## config.mk

```make
export PLATFORM = sky130hd
export DESIGN_NAME = priority_tagged_play_queue
export DESIGN_NICKNAME = d
export VERILOG_FILES = /design/src/hdl/ptpq_pkg.sv /design/src/hdl/priority_tagged_play_queue.sv /design/src/hdl/ptpq_store.sv
export SDC_FILE = /design/constraint.sdc
export NUM_CORES = 1
export LEC_CHECK = 0
export BUFFER_PORTS_ARGS = -buffer_cell sky130_fd_sc_hd__buf_2
export CAP_MARGIN = 20
export CORE_MARGIN = 8
export CORE_UTILIZATION = 30
export CTS_CLUSTER_DIAMETER = 40
export DETAILED_ROUTE_END_ITERATION = 12
export SYNTH_ARGS = -nofsm -noshare
export SYNTH_HDL_FRONTEND = slang
export SYNTH_SLANG_ARGS = --single-unit
```

## constraint.sdc

```tcl
create_clock -name clock -period 9.8 [get_ports clock]
set_input_delay 0.98 -clock clock [delete_from_list [all_inputs] [get_ports clock]]
set_output_delay 0.98 -clock clock [all_outputs]
set_load 0.05 [all_outputs]
```

## src/hdl/ptpq_pkg.sv

```systemverilog
package ptpq_pkg;
   localparam int QueueDepth = 16;
   localparam int IdxW = $clog2(QueueDepth);
   localparam int CntW = $clog2(QueueDepth + 1);
   localparam int TimeW = 26;

   typedef enum logic [2:0] {
      ACT_ENQ   = 3'd0,
      ACT_PURGE = 3'd1,
      ACT_TICK  = 3'd2,
      ACT_START = 3'd3,
      ACT_DONE  = 3'd4
   } action_type;

   typedef struct packed {
      logic [7:0]  id;
      logic [23:0] dur;
      logic        once;
      logic [1:0]  own;
      logic [1:0]  prio;
   } job_type;

   typedef struct packed {
      logic       valid;
      logic [7:0] id;
      logic       once;
      logic [1:0] own;
      logic       dropped;
      logic       ended;
      logic       started;
   } status_type;
endpackage

```

## src/hdl/priority_tagged_play_queue.sv

```systemverilog
// One request yields one response. Enqueue, purge and start-next walk the job
// memory one entry per cycle through a single-read, single-write RAM with a
// registered read, so their time grows with the number of queued jobs. An
// enqueue that inserts at the head costs one extra write. A full or
// empty-queue enqueue, tick, set-done and unused actions do not walk the
// memory. A new request is taken only after the response to the last one is
// accepted: the memory walk sets the rate, and a response that waits for
// rsp_ready holds the input off for as long as it waits.
module priority_tagged_play_queue import ptpq_pkg::*; (
   input  logic              clock,
   input  logic              reset,
   input  logic              req_valid,
   output logic              req_ready,
   input  logic [2:0]        req_action,
   input  logic [7:0]        req_anim_id,
   input  logic [23:0]       req_duration_ms,
   input  logic              req_play_once,
   input  logic [1:0]        req_owner,
   input  logic [1:0]        req_priority_req,
   input  logic [15:0]       req_elapsed_ms,
   input  logic              req_done_flag,
   output logic              rsp_valid,
   input  logic              rsp_ready,
   output logic              rsp_active_valid,
   output logic [7:0]        rsp_active_id,
   output logic              rsp_active_play_once,
   output logic [1:0]        rsp_active_owner,
   output logic [4:0]        rsp_queue_count,
   output logic              rsp_dropped,
   output logic              rsp_ended,
   output logic              rsp_started
);
   typedef enum logic [4:0] {
      S_IDLE = 5'b00001,
      S_WALK = 5'b00010,
      S_TAIL = 5'b00100,
      S_DONE = 5'b01000,
      S_RESP = 5'b10000
   } state_type;

   state_type state_ff, state_in;
   action_type act_ff, act_in;
   job_type new_ff, new_in;
   logic [1:0] purge_own_ff, purge_own_in;
   logic [CntW-1:0] cnt_ff, cnt_in;
   logic [CntW-1:0] rptr_ff, rptr_in;
   logic [CntW-1:0] wptr_ff, wptr_in;
   logic slot_valid_ff, slot_valid_in;
   job_type slot_ff, slot_in;
   logic signed [TimeW-1:0] time_ff, time_in;
   logic done_mark_ff, done_mark_in;
   status_type st_ff, st_in;
   logic rsp_valid_ff, rsp_valid_in;

   logic wr_en;
   logic [IdxW-1:0] wr_addr, rd_addr;
   job_type wr_data, rd_data;
   job_type req_job;
   logic last_entry;

   ptpq_store u_store (
      .clock   (clock),
      .wr_en   (wr_en),
      .wr_addr (wr_addr),
      .wr_data (wr_data),
      .rd_addr (rd_addr),
      .rd_data (rd_data)
   );

   localparam logic signed [TimeW:0] TimeFloor = $signed({2'b11, {(TimeW - 1){1'b0}}});
   logic signed [TimeW:0] tsub;

   assign req_ready = (state_ff == S_IDLE) && !rsp_valid_ff;
   assign rd_addr = rptr_in[IdxW-1:0];
   assign req_job = {req_anim_id, req_duration_ms, req_play_once, req_owner,
                     req_priority_req};
   assign last_entry = (rptr_ff == cnt_ff - 1'b1);

   always_comb begin
      state_in = state_ff;
      act_in = act_ff;
      new_in = new_ff;
      purge_own_in = purge_own_ff;
      cnt_in = cnt_ff;
      rptr_in = rptr_ff;
      wptr_in = wptr_ff;
      slot_valid_in = slot_valid_ff;
      slot_in = slot_ff;
      time_in = time_ff;
      done_mark_in = done_mark_ff;
      st_in = st_ff;
      rsp_valid_in = rsp_valid_ff;
      wr_en = 1'b0;
      wr_addr = wptr_ff[IdxW-1:0];
      wr_data = rd_data;
      tsub = '0;
      if (rsp_valid_ff && rsp_ready) begin
         rsp_valid_in = 1'b0;
      end
      unique case (state_ff)
         S_IDLE: begin
            if (req_valid && req_ready) begin
               act_in = action_type'(req_action);
               new_in = req_job;
               purge_own_in = req_owner;
               st_in = '0;
               rptr_in = '0;
               wptr_in = '0;
               state_in = S_DONE;
               unique case (req_action)
                  ACT_ENQ: begin
                     if (cnt_ff >= CntW'(QueueDepth)) begin
                        st_in.dropped = 1'b1;
                     end else if (cnt_ff == '0) begin
                        wr_en = 1'b1;
                        wr_addr = '0;
                        wr_data = req_job;
                        cnt_in = CntW'(1);
                     end else begin
                        rptr_in = cnt_ff - 1'b1;
                        state_in = S_WALK;
                     end
                  end
                  ACT_PURGE: begin
                     if (cnt_ff != '0) state_in = S_WALK;
                     if (slot_valid_ff && slot_ff.own == req_owner) begin
                        slot_valid_in = 1'b0;
                        slot_in = '0;
                        time_in = '0;
                        done_mark_in = 1'b1;
                     end
                  end
                  ACT_TICK: begin
                     if (slot_valid_ff) begin
                        tsub = {time_ff[TimeW-1], time_ff} - $signed({11'd0, req_elapsed_ms});
                        if (tsub < TimeFloor) tsub = TimeFloor;
                        time_in = tsub[TimeW-1:0];
                        if (tsub <= 0 || done_mark_ff) begin
                           slot_valid_in = 1'b0;
                           done_mark_in = 1'b0;
                           st_in.ended = 1'b1;
                        end
                     end
                  end
                  ACT_START: begin
                     if (!slot_valid_ff && cnt_ff != '0) begin
                        state_in = S_WALK;
                        st_in.started = 1'b1;
                     end
                  end
                  ACT_DONE: done_mark_in = req_done_flag;
                  default: ;
               endcase
            end
         end
         S_WALK: begin
            // rd_data holds entry rptr_ff
            unique case (act_ff)
               ACT_ENQ: begin
                  // walk down from the tail, shifting lower priorities up
                  wr_en = 1'b1;
                  wr_addr = IdxW'(rptr_ff + 1'b1);
                  if (new_ff.prio > rd_data.prio) begin
                     wr_data = rd_data;
                     if (rptr_ff == '0) begin
                        state_in = S_TAIL;
                     end else begin
                        rptr_in = rptr_ff - 1'b1;
                     end
                  end else begin
                     wr_data = new_ff;
                     cnt_in = cnt_ff + 1'b1;
                     state_in = S_DONE;
                  end
               end
               ACT_PURGE: begin
                  if (rd_data.own != purge_own_ff) begin
                     wr_en = 1'b1;
                     wptr_in = wptr_ff + 1'b1;
                  end
                  if (last_entry) begin
                     cnt_in = wptr_in;
                     state_in = S_DONE;
                  end else begin
                     rptr_in = rptr_ff + 1'b1;
                  end
               end
               default: begin
                  // take the head, then shift the rest down
                  if (rptr_ff == '0) begin
                     slot_in = rd_data;
                     slot_valid_in = 1'b1;
                     time_in = TimeW'(rd_data.dur);
                  end else begin
                     wr_en = 1'b1;
                     wr_addr = IdxW'(rptr_ff - 1'b1);
                  end
                  if (last_entry) begin
                     cnt_in = cnt_ff - 1'b1;
                     state_in = S_DONE;
                  end else begin
                     rptr_in = rptr_ff + 1'b1;
                  end
               end
            endcase
         end
         S_TAIL: begin
            wr_en = 1'b1;
            wr_addr = '0;
            wr_data = new_ff;
            cnt_in = cnt_ff + 1'b1;
            state_in = S_DONE;
         end
         S_DONE: begin
            st_in.valid = slot_valid_ff;
            st_in.id = slot_valid_ff ? slot_ff.id : '0;
            st_in.once = slot_valid_ff & slot_ff.once;
            st_in.own = slot_valid_ff ? slot_ff.own : '0;
            rsp_valid_in = 1'b1;
            state_in = S_RESP;
         end
         S_RESP: begin
            if (!rsp_valid_ff || rsp_ready) state_in = S_IDLE;
         end
         default: state_in = S_IDLE;
      endcase
   end

   always_ff @(posedge clock) begin
      if (reset) begin
         state_ff <= S_IDLE;
         cnt_ff <= '0;
         slot_valid_ff <= 1'b0;
         slot_ff <= '0;
         time_ff <= '0;
         done_mark_ff <= 1'b1;
         rsp_valid_ff <= 1'b0;
      end else begin
         state_ff <= state_in;
         cnt_ff <= cnt_in;
         slot_valid_ff <= slot_valid_in;
         slot_ff <= slot_in;
         time_ff <= time_in;
         done_mark_ff <= done_mark_in;
         rsp_valid_ff <= rsp_valid_in;
      end
      act_ff <= act_in;
      new_ff <= new_in;
      purge_own_ff <= purge_own_in;
      rptr_ff <= rptr_in;
      wptr_ff <= wptr_in;
      st_ff <= st_in;
   end

   assign rsp_valid = rsp_valid_ff;
   assign rsp_active_valid = st_ff.valid;
   assign rsp_active_id = st_ff.id;
   assign rsp_active_play_once = st_ff.once;
   assign rsp_active_owner = st_ff.own;
   assign rsp_queue_count = 5'(cnt_ff);
   assign rsp_dropped = st_ff.dropped;
   assign rsp_ended = st_ff.ended;
   assign rsp_started = st_ff.started;

   assert property (@(posedge clock) disable iff (reset) cnt_ff <= CntW'(QueueDepth))
      else $error("queue count above depth");
   assert property (@(posedge clock) disable iff (reset)
      rsp_valid && rsp_started |-> rsp_active_valid)
      else $error("start without active job");
   assert property (@(posedge clock) disable iff (reset)
      rsp_valid && rsp_ended |-> !rsp_active_valid)
      else $error("end with active job");
endmodule

```

## src/hdl/ptpq_store.sv

```systemverilog
module ptpq_store import ptpq_pkg::*; (
   input  logic                clock,
   input  logic                wr_en,
   input  logic [IdxW-1:0]     wr_addr,
   input  job_type             wr_data,
   input  logic [IdxW-1:0]     rd_addr,
   output job_type             rd_data
);
   job_type mem [QueueDepth];
   job_type rd_data_ff;

   always_ff @(posedge clock) begin
      if (wr_en) begin
         mem[wr_addr] <= wr_data;
      end
      rd_data_ff <= mem[rd_addr];
   end

   assign rd_data = rd_data_ff;
endmodule

```

==> run summary <==
Post-synth EDFFs: 653
Clock Tree Buf Depth: 3
Post-synthesis cell type count: 86
Worst-path fanout max: 144
Max-slew violations: 0
Hold Path Class: reg -> reg
Die H: 335.7 µm
Capturing element type of the critical path: flip-flop
Gr usage total: 0.1441
Leak: 0.01403 µW
Top-area cell type share of the netlist area: 0.6397
Max VDD drop: 0.1384 mV
Worst-margin pin slew: 1.108 ns
RSZ-0062 raised after global routing: false
Area delta synth->final: 17.67%
H-tree depth: 3
Synthesized instance count: 2049
Max Freq: 194.9 MHz
Yosys warning count: 0
Asr flop ratio synth: 0
Setup bufs post-CTS: 0
Initial Utilization: 0.3017
Worst hold slack: 0.4541 ns
Final setup viols: 0
Clk slew on worst S/H paths: 0.05 ns
GPL Wtd Cong: 0.8493
Top cell type by total area after synthesis: edfxtp_1
Core Area: 101600 µm²
Hold depth: 2
Critical path class: reg -> reg
Drt drc: 0
CTS resizes: 0
Slew HR: 0.2615
Status: finished, final reports clean
Dpl hpwl: 45960 µm
DR WL/cell: 23.24 µm
DIE WIDTH: 335.7 µm
CTS tree: yes
Drt pass-1 iters: 9
CTS Buf Count: 102
Post-Syn Area: 30650 µm²
Worst Skew: 0.02717 ns
Largest net degree at the start of global routing: 145
Maxcap violations: 0
Syn avg cell area: 14.96 µm²
IO Port Bufs: 82
Clock tree root buffer cell: clkbuf_16
Vias after detailed routing: 18800
Final core occ: 0.3550
R2R depth: 12
Worst-Skew Late Latency: 0.66 ns
Final critical-path share of the clock period: 0.5235
Total power: 7593 µW
First-pass GRT wire length: 122400 µm
Post-CTS Hold Fix Bufs: 0
Ratio of cells with drive above 1 in the final layout: 0.1546
Post-synthesis register bit count: 744
Initial antenna violation count: 13
Final Hold Fails: 0
Dominant synthesized flop cell: edfxtp_1
Sequential share of the synthesized area: 0.6991
Ranking of synthesized cells by area: edfxtp_1, mux2i_1, dfxtp_1
Finished Cell Area: 36070 µm²
Post-DR vias/cell: 5.192
Initial DRC Count: 1987
Final #Nets: 2250
Final WL: 84160 µm
Area of the die: 112700 µm²
Mapped Nets: 2135
# clock sinks: 744
Critical Path Start Type: flip-flop
# rows: 117
Tmin final: 5.130 ns
Vias in the first global route: 18470
TNS Setup: 0 ns
Req. time, crit path: 10.32 ns
IO Pins: 83
Placed inst area: 32630 µm²
WP data arrival: 5.65 ns
Final ANT Viol Nets: 0
Power per cell area: 210.5 nW/µm²
Grt ovf: 0
-- critical path: stages (launching register included) --
cell and delay (ns):
dfxtp_1 0.54, inv_1 0.12, ha_1 0.41, xnor2_1 0.20
nor3_4 0.27, a31oi_4 0.16, o21ai_1 0.27, nand2b_1 0.17
o221a_4 0.78, buf_12 0.77, mux2i_1 0.33, o22ai_1 0.14
or4_1 0.54
-- sequential cells by signal, summed over array words and instances, names as in the netlist --
| name | count |
|---|---|
| rsp_queue_count | 5 |
| rsp_active_owner | 2 |
| purge_own_ff | 2 |
| time_ff | 26 |
| wptr_ff | 5 |
| act_ff | 3 |
| rsp_dropped | 1 |
| rsp_ended | 1 |
| state_ff | 5 |
| new_ff | 35 |
| rsp_active_valid | 1 |
| rsp_active_id | 8 |
| done_mark_ff | 1 |
| u_store.mem | 592 |
| rsp_valid | 1 |
| rptr_ff | 5 |
| slot_valid_ff | 1 |
| rsp_started | 1 |
| u_store.rd_data | 37 |
| slot_ff | 11 |
| rsp_active_play_once | 1 |
-- cells in the final DEF, fill, tap and decap left out, types with 9 or more instances in the layout --
| cell type | Yosys | layout |
|---|---|---|
| buf_2 | 39 | 82 |
| o21ai_0 | 43 | 43 |
| clkinv_4 | 0 | 14 |
| nand2_1 | 69 | 66 |
| dfxtp_1 | 91 | 91 |
| a22oi_1 | 9 | 9 |
| a21oi_1 | 61 | 61 |
| ha_1 | 24 | 24 |
| clkbuf_1 | 42 | 12 |
| a222oi_1 | 42 | 42 |
| a211oi_1 | 11 | 11 |
| inv_6 | 0 | 14 |
| a21o_1 | 11 | 11 |
| nor3_1 | 35 | 34 |
| inv_1 | 84 | 83 |
| clkinv_2 | 0 | 16 |
| nor2_4 | 0 | 16 |
| edfxtp_1 | 653 | 653 |
| nand2b_1 | 14 | 9 |
| clkbuf_16 | 0 | 103 |
| or4_1 | 41 | 41 |
| clkinvlp_4 | 0 | 9 |
| or3_1 | 14 | 14 |
| xor2_1 | 10 | 10 |
| buf_4 | 7 | 34 |
| xnor2_1 | 15 | 15 |
| nand3_1 | 30 | 30 |
| o22ai_1 | 154 | 154 |
| and2_1 | 16 | 16 |
| mux2i_1 | 298 | 298 |
| nor2_1 | 79 | 63 |
-- report_power, final --
part | total, µW | switching, µW | internal, µW
sequential | 3580 | 39.1 | 3540
clock | 3620 | 1440 | 2190
combinational | 394 | 287 | 107
total | 7590 | 1760 | 5830
-- Yosys cell counts (15+ instances only) --
master    number
a21oi_1       61
edfxtp_1     653
mux2i_1      298
nand3_1       30
nor3_1        35
and2_1        16
xnor2_1       15
nand2_1       69
inv_1         84
o22ai_1      154
clkbuf_1      42
dfxtp_1       91
or4_1         41
ha_1          24
buf_2         39
a222oi_1      42
nor2_1        79
o21ai_0       43
-- metal layers --
layer / share of wire / vias up / GRT usage
met4: 0.022 / 6 / 0.03705
met3: 0.083 / 157 / 0.03703
met2: 0.47 / 758 / 0.2353
met1: 0.42 / 9517 / 0.1905
met5: 0.00049 / - / 0
li1: - / 8363 / -
-- layout make-up --
class	instances	area, µm²
repair buffers	117	685.7
fillers	9658	65520
well taps	1368	1712
clock buffers	116	2636
flip-flops and latches	744	21430
inverters	84	315.3
clock inverters	75	789.5
multi-input cells	1115	8497
diodes	2	5.005
-- metrics by stage --
step	instances	worst slack (ns)
floorplan	2049	5.261
global placement	3427	4.897
detailed placement	3427	4.781
CTS	3618	4.770
global route	3619	4.467
finish	3621	4.670
-- kinds of logic (layout without fill, tap and decap cells) --
group                    count (synthesis)  count (layout)  synth area share
flip-flops                             744             744            0.6991
AO/OA/AOI/OAI                          411             411           0.09302
AND/OR/NAND/NOR                        350             350           0.06057
XOR/XNOR                                28              28          0.009388
multiplexers                           301             301           0.09841
adder cells (fa/ha/maj)                 25              25           0.01045
buffers and inverters                  190             392           0.02902
other                                    0               2                 0
-- final timing paths --
path | startpoint | end | slack [ns]
setup / recovery | rsp_queue_count[0]$_SDFFE_PP0P_ | u_store.rd_data[29]$_DFF_P_ | 4.67
hold reg to reg | slot_ff[36]$_SDFFE_PP0P_ | slot_ff[36]$_SDFFE_PP0P_ | 0.45
setup reg to reg | rsp_queue_count[0]$_SDFFE_PP0P_ | u_store.rd_data[29]$_DFF_P_ | 4.67
hold / removal | slot_ff[36]$_SDFFE_PP0P_ | slot_ff[36]$_SDFFE_PP0P_ | 0.45
No activity file was read; power rests on OpenSTA's default activity.
